$ cat config.mk
export PLATFORM = sky130hd
export DESIGN_NAME = lagrange_1d_basis_eval
export DESIGN_NICKNAME = d
export VERILOG_FILES = /design/src/rtl/lbe_pkg.sv /design/src/rtl/lbe_table.sv /design/src/rtl/lbe_mac.sv /design/src/rtl/lbe_seq.sv /design/src/rtl/lagrange_1d_basis_eval.sv
export SDC_FILE = /design/constraint.sdc
export NUM_CORES = 2
export LEC_CHECK = 0
export ABC_AREA = 1
export BUFFER_PORTS_ARGS = -buffer_cell sky130_fd_sc_hd__buf_2
export CAP_MARGIN = 10
export CORE_AREA = 2 2 430 326
export DETAILED_ROUTE_END_ITERATION = 10
export DIE_AREA = 0 0 432 328
export PLACE_DENSITY = 0.77
export SLEW_MARGIN = 25
export SYNTH_ARGS = -nofsm -noshare
export SYNTH_HDL_FRONTEND = slang
export SYNTH_SLANG_ARGS = --single-unit
$ cat constraint.sdc
create_clock -name clk_i -period 9.4 [get_ports clk_i]
set_input_delay 0.47 -clock clk_i [delete_from_list [all_inputs] [get_ports clk_i]]
set_output_delay 0.47 -clock clk_i [all_outputs]
set_load 0.02 [all_outputs]
$ cat src/rtl/lbe_pkg.sv
// ----------------------------------------------------------------------------
// lbe_pkg
// types, constants and helpers shared by the lagrange basis evaluator
// ----------------------------------------------------------------------------
package lbe_pkg;

  localparam int MaxNodes  = 8;
  localparam int ResultCap = 8;
  localparam int NodeCap   = (MaxNodes < ResultCap) ? MaxNodes : ResultCap;
  localparam int AddrW     = $clog2(MaxNodes);
  localparam int IdxW      = (NodeCap > 1) ? $clog2(NodeCap) : 1;
  localparam int CntW      = $clog2(NodeCap + 1);
  localparam int SumW      = 42;

  localparam logic signed [31:0] QOne    = 32'sh0100_0000;
  localparam logic signed [63:0] QHalf   = 64'sh0000_0000_0080_0000;
  localparam logic signed [31:0] SatMax  = 32'sh7FFF_FFFF;
  localparam logic signed [31:0] SatMin  = 32'sh8000_0000;
  localparam logic [1:0]         DerivLvl1 = 2'd1;
  localparam logic [1:0]         DerivLvl2 = 2'd2;

  typedef enum logic {
    ReqLoad = 1'b0,
    ReqEval = 1'b1
  } lbe_req_e;

  typedef enum logic [2:0] {
    DstSecond,
    DstFirst,
    DstValue,
    DstResV,
    DstResF,
    DstResS
  } lbe_dst_e;

  typedef enum logic [3:0] {
    StIdle,
    StDiff,
    StMulS,
    StMulF,
    StMulV,
    StWtV,
    StWtF,
    StWtS,
    StDrain,
    StOut
  } lbe_state_e;

  typedef struct packed {
    logic               req_type;
    logic [2:0]         entry_index;
    logic signed [31:0] node_coord;
    logic signed [31:0] node_weight;
    logic signed [31:0] x_point;
    logic [1:0]         deriv_level;
  } lbe_in_t;

  typedef struct packed {
    logic [2:0]         node_index;
    logic signed [31:0] basis_value;
    logic signed [31:0] first_deriv;
    logic signed [31:0] second_deriv;
    logic               last_of_run;
  } lbe_out_t;

  typedef struct packed {
    logic               issue;
    lbe_dst_e           dst;
    logic signed [31:0] op_a;
    logic signed [31:0] op_b;
    logic signed [32:0] addend;
  } lbe_mac_op_t;

  typedef struct packed {
    logic               vld;
    lbe_dst_e           dst;
    logic signed [31:0] data;
  } lbe_mac_res_t;

  function automatic logic signed [31:0] lbe_sat32(input logic signed [SumW-1:0] v);
    logic signed [31:0] r;
    if ((&v[SumW-1:31]) || !(|v[SumW-1:31])) begin
      r = v[31:0];
    end else if (v[SumW-1]) begin
      r = SatMin;
    end else begin
      r = SatMax;
    end
    return r;
  endfunction

endpackage

$ cat src/rtl/lbe_table.sv
// ----------------------------------------------------------------------------
// lbe_table
// node coordinate and weight storage, one write port, one read port each
// ----------------------------------------------------------------------------
module lbe_table import lbe_pkg::*; (
  input  logic                    clk_i,
  input  logic                    we_i,
  input  logic [AddrW-1:0]        wr_addr_i,
  input  logic signed [31:0]      wr_node_i,
  input  logic signed [31:0]      wr_weight_i,
  input  logic [AddrW-1:0]        node_addr_i,
  input  logic [AddrW-1:0]        weight_addr_i,
  output logic signed [31:0]      node_o,
  output logic signed [31:0]      weight_o
);

  logic signed [31:0] node_mem [MaxNodes];
  logic signed [31:0] weight_mem [MaxNodes];

  always_ff @(posedge clk_i) begin
    if (we_i) begin
      node_mem[wr_addr_i]   <= wr_node_i;
      weight_mem[wr_addr_i] <= wr_weight_i;
    end
  end

  // registered read, data appears in the cycle after the address
  always_ff @(posedge clk_i) begin
    node_o   <= node_mem[node_addr_i];
    weight_o <= weight_mem[weight_addr_i];
  end

endmodule

$ cat src/rtl/lbe_mac.sv
// ----------------------------------------------------------------------------
// lbe_mac
// shared q8.24 multiplier: registered product, then round, add and saturate
// ----------------------------------------------------------------------------
module lbe_mac import lbe_pkg::*; (
  input  logic         clk_i,
  input  logic         rst_ni,
  input  lbe_mac_op_t  op_i,
  output lbe_mac_res_t res_o
);

  logic signed [63:0]     prod_q;
  logic signed [32:0]     addend_q;
  lbe_dst_e               dst_q;
  logic                   vld_q;
  logic signed [63:0]     rnd;
  logic signed [SumW-1:0] rnd_w;
  logic signed [SumW-1:0] add_w;
  logic signed [SumW-1:0] sum;

  always_ff @(posedge clk_i or negedge rst_ni) begin
    if (!rst_ni) begin
      vld_q <= 1'b0;
    end else begin
      vld_q <= op_i.issue;
    end
  end

  always_ff @(posedge clk_i) begin
    if (op_i.issue) begin
      prod_q   <= op_i.op_a * op_i.op_b;
      addend_q <= op_i.addend;
      dst_q    <= op_i.dst;
    end
  end

  always_comb begin
    rnd        = (prod_q + QHalf) >>> 24;
    rnd_w      = rnd[SumW-1:0];
    add_w      = {{(SumW-33){addend_q[32]}}, addend_q};
    sum        = rnd_w + add_w;
    res_o.vld  = vld_q;
    res_o.dst  = dst_q;
    res_o.data = lbe_sat32(sum);
  end

endmodule

$ cat src/rtl/lbe_seq.sv
// ----------------------------------------------------------------------------
// lbe_seq
// sequencer: walks nodes and factors, drives the shared multiplier,
// keeps the product-rule accumulators and the result register
// ----------------------------------------------------------------------------
module lbe_seq import lbe_pkg::*; (
  input  logic               clk_i,
  input  logic               rst_ni,
  input  logic               in_valid_i,
  output logic               in_ready_o,
  input  lbe_in_t            in_data_i,
  input  logic [CntW-1:0]    n_active_i,
  input  logic signed [31:0] node_i,
  input  logic signed [31:0] weight_i,
  output logic [AddrW-1:0]   node_addr_o,
  output logic [AddrW-1:0]   weight_addr_o,
  output lbe_mac_op_t        mac_op_o,
  input  lbe_mac_res_t       mac_res_i,
  output logic               out_valid_o,
  input  logic               out_ready_i,
  output lbe_out_t           out_data_o
);

  lbe_state_e          state_q, state_d;
  logic [IdxW-1:0]     i_q;
  logic [CntW-1:0]     j_q, j_d;
  logic [CntW-1:0]     n_q;
  logic [1:0]          lvl_q;
  logic                out_valid_q;
  lbe_out_t            out_q;
  logic signed [31:0]  x_q, f_q;
  logic signed [31:0]  value_q, first_q, second_q;
  logic signed [31:0]  resv_q, resf_q, ress_q;
  logic                eval_start;
  logic                j_done;
  logic                j_skip;
  logic                is_last;
  logic                out_load;
  logic signed [SumW-1:0] diff;

  assign j_done  = (j_q == n_q);
  assign j_skip  = (j_q == CntW'(i_q));
  assign is_last = ((CntW'(i_q) + CntW'(1)) == n_q);

  // next state
  always_comb begin
    state_d = state_q;
    case (state_q)
      StIdle: begin
        if (in_valid_i && (in_data_i.req_type == ReqEval)) state_d = StDiff;
      end
      StDiff: begin
        if (j_done) begin
          state_d = StWtV;
        end else if (!j_skip) begin
          state_d = StMulS;
        end
      end
      StMulS:  state_d = StMulF;
      StMulF:  state_d = StMulV;
      StMulV:  state_d = StDiff;
      StWtV:   state_d = StWtF;
      StWtF:   state_d = StWtS;
      StWtS:   state_d = StDrain;
      StDrain: state_d = StOut;
      StOut: begin
        if (!out_valid_q || out_ready_i) state_d = is_last ? StIdle : StDiff;
      end
      default: state_d = StIdle;
    endcase
  end

  // outputs
  always_comb begin
    in_ready_o      = 1'b0;
    eval_start      = 1'b0;
    out_load        = 1'b0;
    mac_op_o.issue  = 1'b0;
    mac_op_o.dst    = DstValue;
    mac_op_o.op_a   = value_q;
    mac_op_o.op_b   = f_q;
    mac_op_o.addend = '0;
    case (state_q)
      StIdle: begin
        in_ready_o = 1'b1;
        eval_start = in_valid_i && (in_data_i.req_type == ReqEval);
      end
      StMulS: begin
        mac_op_o.issue  = 1'b1;
        mac_op_o.dst    = DstSecond;
        mac_op_o.op_a   = second_q;
        mac_op_o.addend = {first_q, 1'b0};
      end
      StMulF: begin
        mac_op_o.issue  = 1'b1;
        mac_op_o.dst    = DstFirst;
        mac_op_o.op_a   = first_q;
        mac_op_o.addend = {value_q[31], value_q};
      end
      StMulV: begin
        mac_op_o.issue = 1'b1;
        mac_op_o.dst   = DstValue;
      end
      StWtV: begin
        mac_op_o.issue = 1'b1;
        mac_op_o.dst   = DstResV;
        mac_op_o.op_b  = weight_i;
      end
      StWtF: begin
        mac_op_o.issue = 1'b1;
        mac_op_o.dst   = DstResF;
        mac_op_o.op_a  = first_q;
        mac_op_o.op_b  = weight_i;
      end
      StWtS: begin
        mac_op_o.issue = 1'b1;
        mac_op_o.dst   = DstResS;
        mac_op_o.op_a  = second_q;
        mac_op_o.op_b  = weight_i;
      end
      StOut: begin
        out_load = !out_valid_q || out_ready_i;
      end
      default: begin
      end
    endcase
  end

  // factor counter
  always_comb begin
    j_d = j_q;
    if (eval_start) begin
      j_d = '0;
    end else if ((state_q == StDiff) && !j_done) begin
      j_d = j_q + CntW'(1);
    end else if (out_load && !is_last) begin
      j_d = '0;
    end
  end

  // node read address is taken from j_d, the next value of j_q
  assign node_addr_o   = AddrW'(j_d);
  assign weight_addr_o = AddrW'(i_q);
  assign diff = {{(SumW-32){x_q[31]}}, x_q} - {{(SumW-32){node_i[31]}}, node_i};

  always_ff @(posedge clk_i or negedge rst_ni) begin
    if (!rst_ni) begin
      state_q     <= StIdle;
      i_q         <= '0;
      j_q         <= '0;
      n_q         <= CntW'(1);
      lvl_q       <= '0;
      out_valid_q <= 1'b0;
    end else begin
      state_q <= state_d;
      j_q     <= j_d;
      if (eval_start) begin
        n_q   <= n_active_i;
        lvl_q <= (in_data_i.deriv_level > DerivLvl2) ? DerivLvl2 : in_data_i.deriv_level;
        i_q   <= '0;
      end
      if (out_load && !is_last) begin
        i_q <= i_q + IdxW'(1);
      end
      if (out_load) begin
        out_valid_q <= 1'b1;
      end else if (out_ready_i) begin
        out_valid_q <= 1'b0;
      end
    end
  end

  always_ff @(posedge clk_i) begin
    if (mac_res_i.vld) begin
      case (mac_res_i.dst)
        DstSecond: second_q <= mac_res_i.data;
        DstFirst:  first_q  <= mac_res_i.data;
        DstValue:  value_q  <= mac_res_i.data;
        DstResV:   resv_q   <= mac_res_i.data;
        DstResF:   resf_q   <= mac_res_i.data;
        DstResS:   ress_q   <= mac_res_i.data;
        default: begin
        end
      endcase
    end
    if (eval_start) begin
      x_q      <= in_data_i.x_point;
      value_q  <= QOne;
      first_q  <= '0;
      second_q <= '0;
    end
    if ((state_q == StDiff) && !j_done && !j_skip) begin
      f_q <= lbe_sat32(diff);
    end
    if (out_load) begin
      out_q.node_index   <= 3'(i_q);
      out_q.basis_value  <= resv_q;
      out_q.first_deriv  <= (lvl_q >= DerivLvl1) ? resf_q : '0;
      out_q.second_deriv <= (lvl_q >= DerivLvl2) ? ress_q : '0;
      out_q.last_of_run  <= is_last;
      if (!is_last) begin
        value_q  <= QOne;
        first_q  <= '0;
        second_q <= '0;
      end
    end
  end

  assign out_valid_o = out_valid_q;
  assign out_data_o  = out_q;

  a_mac_latency: assert property (@(posedge clk_i) disable iff (!rst_ni)
    mac_res_i.vld |-> $past(mac_op_o.issue))
    else $error("multiplier result without an issue one cycle earlier");

  a_node_range: assert property (@(posedge clk_i) disable iff (!rst_ni)
    (state_q != StIdle) |-> ((CntW'(i_q) < n_q) && (j_q <= n_q) && (n_q != '0)))
    else $error("node or factor counter out of range");

  a_out_from_seq: assert property (@(posedge clk_i) disable iff (!rst_ni)
    $rose(out_valid_q) |-> $past(state_q == StOut))
    else $error("result beat raised outside the output step");

  a_no_mac_at_out: assert property (@(posedge clk_i) disable iff (!rst_ni)
    (state_q == StOut) |-> !mac_res_i.vld)
    else $error("multiplier still busy when the result is taken");

endmodule

$ cat src/rtl/lagrange_1d_basis_eval.sv
// ----------------------------------------------------------------------------
// lagrange_1d_basis_eval
// 1d lagrange basis values and derivatives in q8.24 on one shared multiplier
//
//   channel | direction | beat contents
//   --------+-----------+------------------------------------------------
//   in      | input     | load of one table entry, or evaluate at x
//   out     | output    | one basis result per active node, last marked
//   cfg     | input     | node_count (4 bits), always ready
//
// a load beat is written to the table as it is accepted; an evaluate beat
// with n active nodes runs its products one by one on the one shared
// multiplier (three products per factor, three per weight) and can stall
// on out. in is not ready during an evaluation. a finished result waits in
// an output register while the next node is computed. reset sets
// node_count to 2; table contents are undefined until loaded.
// ----------------------------------------------------------------------------
module lagrange_1d_basis_eval import lbe_pkg::*; (
  input  logic       clk_i,
  input  logic       rst_ni,
  input  logic       in_valid_i,
  output logic       in_ready_o,
  input  lbe_in_t    in_data_i,
  output logic       out_valid_o,
  input  logic       out_ready_i,
  output lbe_out_t   out_data_o,
  input  logic       cfg_valid_i,
  output logic       cfg_ready_o,
  input  logic [3:0] cfg_data_i
);

  logic [3:0]         node_count_q;
  logic [CntW-1:0]    n_active;
  logic               tbl_we;
  logic [AddrW-1:0]   node_addr, weight_addr;
  logic signed [31:0] node_rd, weight_rd;
  lbe_mac_op_t        mac_op;
  lbe_mac_res_t       mac_res;

  assign cfg_ready_o = 1'b1;

  always_ff @(posedge clk_i or negedge rst_ni) begin
    if (!rst_ni) begin
      node_count_q <= 4'd2;
    end else if (cfg_valid_i) begin
      node_count_q <= cfg_data_i;
    end
  end

  always_comb begin
    if (node_count_q == 4'd0) begin
      n_active = CntW'(1);
    end else if (int'(node_count_q) > NodeCap) begin
      n_active = CntW'(NodeCap);
    end else begin
      n_active = CntW'(node_count_q);
    end
  end

  assign tbl_we = in_valid_i && in_ready_o && (in_data_i.req_type == ReqLoad) &&
                  (int'(in_data_i.entry_index) < MaxNodes);

  lbe_table u_table (
    .clk_i         (clk_i),
    .we_i          (tbl_we),
    .wr_addr_i     (AddrW'(in_data_i.entry_index)),
    .wr_node_i     (in_data_i.node_coord),
    .wr_weight_i   (in_data_i.node_weight),
    .node_addr_i   (node_addr),
    .weight_addr_i (weight_addr),
    .node_o        (node_rd),
    .weight_o      (weight_rd)
  );

  lbe_mac u_mac (
    .clk_i  (clk_i),
    .rst_ni (rst_ni),
    .op_i   (mac_op),
    .res_o  (mac_res)
  );

  lbe_seq u_seq (
    .clk_i         (clk_i),
    .rst_ni        (rst_ni),
    .in_valid_i    (in_valid_i),
    .in_ready_o    (in_ready_o),
    .in_data_i     (in_data_i),
    .n_active_i    (n_active),
    .node_i        (node_rd),
    .weight_i      (weight_rd),
    .node_addr_o   (node_addr),
    .weight_addr_o (weight_addr),
    .mac_op_o      (mac_op),
    .mac_res_i     (mac_res),
    .out_valid_o   (out_valid_o),
    .out_ready_i   (out_ready_i),
    .out_data_o    (out_data_o)
  );

endmodule

Word level (Yosys, flattened, before mapping)
Memory sizes are Yosys's and may differ from the RTL's. A register that Yosys moved wholly into a read port is not among the register bits.
Index checks and enable logic that the tools add are counted.
{ "totals": {"mem_bits_rw": 512, "mem_count": 2, "reg_bits": 479} }
{ "classes": {"n_mul": 1, "n_reduce_logical": 32, "add_sub_neg": 6, "eq_ne": 20, "n_bitwise": 1, "order_cmp": 4, "n_mux": 44} }
{ "mem_list": {"columns": ["memory", "depth", "width", "read_ports", "rd_clocked_by_memory_dff", "wr", "line_no", "rtl"], "rows": [
  ["u_table.node_mem", 8, 32, 1, 1, 1, "lbe_table.sv:17", "logic signed [31:0] node_mem [MaxNodes];"],
  ["u_table.weight_mem", 8, 32, 1, 1, 1, "lbe_table.sv:18", "logic signed [31:0] weight_mem [MaxNodes];"]
]} }
{ "ops": {"columns": ["op", "count"], "rows": [
  ["two-way mux 32 bit", 20],
  ["case mux 33 bit (2 select lines)", 1],
  ["adder 64 x 25 -> 64 bit (second input constant)", 1],
  ["multiplier 32 x 32 -> 64 bit", 1],
  ["case mux 32 bit (2 select lines)", 1],
  ["adder 40 x 33 -> 41 bit", 1],
  ["case mux 4 bit (10 select lines)", 1],
  ["two-way mux 4 bit", 9],
  ["subtractor 32 x 32 -> 33 bit", 1],
  ["case mux 4 bit (6 select lines)", 1],
  ["AND reduction 11 bit", 2],
  ["OR reduction 11 bit", 2],
  ["equality test 4 x 3 -> 1 bit (second input constant)", 4],
  ["equality test 4 x 2 -> 1 bit (second input constant)", 2],
  ["equality test 4 bit", 2],
  ["equality test 4 bit (second input constant)", 2],
  ["zero test 4 bit", 2],
  ["two-way mux 1 bit", 8],
  ["equality test 3 x 2 -> 1 bit (second input constant)", 2],
  ["equality test 3 bit (second input constant)", 2],
  ["logical AND 1 bit", 6],
  ["zero test 1 bit", 6],
  ["two-way mux 3 bit", 2],
  ["AND reduction 2 bit", 3],
  ["other kinds (21)", 26]
]} }

Logic depth before layout (Yosys ltp)
{ "depth": {"ltp_word": 11, "ltp_mapped": 43, "depth_no_buf": 40} }

Cells and area by module
Synthesis repeated with hierarchy kept, for this count alone.
{ "unflattened": {"cells_unflattened": 9685, "area_unflattened_um2": 84940.2} }
{ "modules_own_cells": {"columns": ["module", "n_inst", "cells_each", "seq_area_each_um2", "area_per_inst_um2"], "rows": [
  ["lbe_mac", 1, 5634, 2337.2, 44207.4],
  ["lbe_table", 1, 2295, 16656.0, 23638.9],
  ["lbe_seq", 1, 1729, 10181.0, 16889.9],
  ["lagrange_1d_basis_eval", 1, 27, 101.3, 203.9]
]} }

Worst setup path after synthesis
No wires, ideal clock.
{ "synth_timing": {"path_type": "register to register", "start": "register u_seq.state_q[3]", "end": "register u_mac.prod_q[63], data pin", "stages_incl_launch_ff": 34, "period_less_slack_ns": 8.248, "t_arrival_ns": 7.996, "path_slack_ns": 1.152, "path_cell_list": "dfrtp_1 -> nor2_2 -> buf_6 -> nand2_4 -> nand2_4 -> inv_1 -> buf_2 -> o221ai_1 -> clkbuf_1 -> nand2_1 -> inv_1 -> fa_1 -> inv_1 -> fa_1 -> fa_1 -> inv_1 -> fa_1 -> inv_1 -> fa_1 -> inv_1 -> fa_1 -> inv_1 -> fa_1 -> inv_1 -> fa_1 -> ha_1 -> a21oi_1 -> o21ai_0 -> a21oi_1 -> nor2_1 -> a211oi_1 -> nand2_1 -> nand2_1 -> nand2_1"} }
{ "synth_via": {"elab_chain_len": 4, "elab_cells_between_ends": 11} }
{ "synth_lines": {"columns": ["item", "line_no", "rtl"], "rows": [
  ["start, declared", "lbe_seq.sv:24", "lbe_state_e state_q, state_d;"],
  ["start signal, assigned", "lbe_seq.sv:148", "state_q <= StIdle;"],
  ["start signal, assigned", "lbe_seq.sv:155", "state_q <= state_d;"],
  ["equality test 4 x 2 -> 1 bit or equality test 4 x 3 -> 1 bit (tied branches)", "lbe_seq.sv:83", "case (state_q)"],
  ["OR reduction 2 bit (no source line) or OR reduction 3 bit (tied branches)", null, null],
  ["case mux 32 bit (2 select lines) or two-way mux 32 bit (tied branches)", "lbe_seq.sv:83", null],
  ["multiplier 32 x 32 -> 64 bit *", "lbe_mac.sv:31", "prod_q <= op_i.op_a * op_i.op_b;"],
  ["end signal, assigned", "lbe_mac.sv:31", null],
  ["end, declared", "lbe_mac.sv:12", "logic signed [63:0] prod_q;"]
]} }
Mark *: on every way between the ends. The rest lies on a longest branch, timed or not.
A chain may end at the register's enable or synchronous reset.

Final worst setup path
{ "layout_timing": {"start": "register u_seq.state_q[0]", "end": "register u_mac.prod_q[58], data pin"} }
The elaborated chain is that of the path after synthesis.

==> results.cfg <==
[setup_path]
end_kind = flip-flop
cp.depth = 33
critPathLaunchType = flip-flop
path_class = reg2reg
reg2reg_to = u_mac.prod_q[58]
path_delay_family = adder cells
crit_slowest_cell = o221ai_4
critical_path_buf_inv_count = 9
startpoint = u_seq.state_q[0]
cp_max_fo = 20
slowest_delay_ns = 0.84
worst-r2r-setup-slack_ns = 0.42
reg2regPathDepth = 33
cp.required_ns = 9.87
r2r_start = u_seq.state_q[0]
cp_common_cell = fa_1
worst_ep_arrival_time_ns = 9.45
critPathCapture = u_mac.prod_q[58]

[cells_and_area]
finalNetCount = 10300
fillCellCount = 10600
drive_above_1_share_pct = 8.87
area_delta_synth_final_pct = 9.35

[logic_synthesis]
yosys.area_share.simple_pct = 13.6
yosysWarnings = 0
synth.avg_cell_area_um2 = 9.45
synthAdderAreaFrac_pct = 30.3
synth_top_family_by_area = adder cells
syn-num-nets = 10100
ys_seq_area_share_pct = 35.7
synthArstFlopShare_pct = 2.23
synth_edf_count = 849
synth_xor_area_share_pct = 1.55
muxShareOfSynthArea_pct = 0.426
synth_cell_types = 63
synthCells = 8679
syn-cell-area_um2 = 82000
synth_seq_cells = 1032
ys.flop_type = edfxtp_1
synth_compound_area_share_pct = 7.09

[grt]
grt_overflow = 0
grt_first_pass_wirelength_um = 364000
antenna_found_initial = 5
busiest_layer = met2
grtUsageMet3_pct = 10.5
grt_start_max_net_pins = 121
track_usage_pct = 33.9
use_met1_pct = 47.0
grt_pass1_vias = 62400
grt_util_met2_pct = 51.8

[timing]
rsz0062_at_grt = no
fin_ws_ns = 0.417
worstMarginPinSlew_ns = 1.10
max_slew_margin_pct = 26.5
whs_ns = 0.0461
period_share_pct = 95.6
slew_violations = 0
skew_ns = 0.0458
finalHoldViolations = 0
max_freq_mhz = 111
finalSetupTns_ns = 0
period_needed_ns = 8.98
setup_violations = 0

[floorplanning]
rows = 118
dieHeight_um = 328
ioPinCount = 214
fp.dieW_um = 432
core_area_um2 = 137000
initial_utilization_pct = 59.8
die-area_um2 = 142000

[cts]
clk_pin_slew_ns = 0.07
cts.path.max_buffers = 3
root_buffer = clkbuf_16
insertion_delay_ns = 0.72
htree_levels = 3
cts_sinks = 1032
cts_buffers = 94
cts_tree = yes

[routing]
firstDrtPassIters = 8
viasPerCell = 5.63
via_count = 60500
drt_iter0_drc = 6463
ant_nets = 0
wl_per_cell_um = 22.0
post-route-drc-count = 0
wl_um = 236000

[flow_run]
max_cap_violations = 0

[run_status]
status = completed

[place]
dpl.hpwl_um = 173000
dpl_worst_slack_ns = 0.541
port-buffer-count = 212
place.gp.congestion = 1.05

[min_path]
hold_path_class = in2reg
hold_depth = 1
## cell usage in the layout (no fill, tap or decap), types with 86 or more instances in the layout
cell,netlist,routed
o21ai_0,427,427
a21oi_1,194,194
inv_1,2021,2016
ha_1,255,255
fa_1,1083,1083
buf_2,82,212
a21oi_2,92,91
xor2_1,92,92
clkbuf_16,0,96
o22ai_1,124,124
edfxtp_1,849,849
dfxtp_1,160,160
nor2_1,628,621
nand3_1,86,86
buf_4,12,122
nand2_1,1839,1839
dlygate4sd3_1,0,97
## stage by stage
stage | std cells | utilization [%] | area, µm²
after floorplan | 8679 | - | 82000
after global placement | 10500 | 62.2 | 85300
after detailed placement | 10500 | 62.2 | 85400
after CTS | 10700 | 65.3 | 89600
after global routing | 10800 | 65.4 | 89700
final | 10800 | 65.4 | 89700
## worst min path at each step
stage	slack, ns	to	from
2_1_floorplan	0.17	node_count_q[0]	rst_ni
3_5_place_dp	0.40	u_seq.out_data_o[82]	u_seq.resv_q[17]
4_1_cts	0.0007	u_table.weight_mem[1][7]	in_data_i[41]
5_1_grt	0.04	u_table.weight_mem[2][30]	in_data_i[64]
6_report	0.05	u_table.weight_mem[6][12]	in_data_i[46]
3_3_place_gp	0.40	u_seq.out_data_o[82]	u_seq.resv_q[17]
## synthesized netlist by cell type (8+ instances only)
master,instances,area [µm²]
inv_1,2021,7590
nand2_1,1839,6900
fa_1,1083,21700
edfxtp_1,849,25500
nor2_1,628,2360
o21ai_0,427,2140
ha_1,255,3190
clkbuf_1,231,867
a21oi_1,194,971
dfxtp_1,160,3200
o22ai_1,124,776
a21oi_2,92,806
xor2_1,92,806
nand3_1,86,430
buf_2,82,410
xnor2_1,53,464
nor3_1,52,260
nand2_4,43,484
a31oi_1,37,231
nand4_1,35,219
mux2_2,31,349
dfrtp_1,21,526
inv_2,21,78.8
nor2_2,21,131
buf_1,19,71.3
o221ai_1,17,149
o21ai_1,16,80.1
nand2_2,15,93.8
buf_4,12,90.1
nand3_2,10,100
o21bai_1,10,75.1
o211ai_1,9,67.6
o21a_1,9,67.6
o31ai_1,9,67.6
o221ai_2,8,120
## registers in the layout, indices dropped and copies added, names as in the netlist, 32 cells and up
name	count
u_mac.addend_q	33
u_seq.x_q	32
u_table.weight_mem	256
u_seq.ress_q	32
u_table.weight_o	32
u_seq.resv_q	32
u_seq.f_q	32
u_table.node_mem	256
u_seq.out_data_o	100
u_mac.prod_q	41
u_table.node_o	32
u_seq.first_q	32
u_seq.resf_q	32
u_seq.second_q	32
u_seq.value_q	32
## final cells by class
class                           instances  area (µm²)  area share (%)
Clock buffer                          118        2520            2.82
Clock inverter                         59         753           0.840
Timing Repair Buffer                  450        3320            3.70
Tap cell                             1800        2250            2.51
Sequential cell                      1032       29300            32.7
Antenna cell                            4        10.0          0.0112
Multi-Input combinational cell       5249       43900            48.9
Inverter                             2043        7680            8.56
## logic make-up (layout without fill, tap and decap cells)
group / Yosys count / count (layout)
AO/OA/AOI/OAI: 984 / 984
buffers and inverters: 2398 / 2670
other: 1 / 5
adder cells (fa/ha/maj): 1338 / 1338
XOR/XNOR: 145 / 145
multiplexers: 31 / 31
AND/OR/NAND/NOR: 2750 / 2750
flip-flops: 1032 / 1032
## routing by layer
metal | routed length, µm | vias to the layer above
met5 | 21 | -
met4 | 7590 | 4
met3 | 29700 | 483
met2 | 105000 | 3318
met1 | 94200 | 29900
li1 | - | 26900
## what timing repair did
item	4_1_cts	5_1_grt
endpoints found under the setup margin	0	1
hold endpoints to repair	445	0
resized for setup	0	1
hold buffers	97	0
buffers inserted	0	1
Power is left out: the tool's default activity adds up to more than one toggle a clock period on the data nets, which glitch-free logic cannot reach.
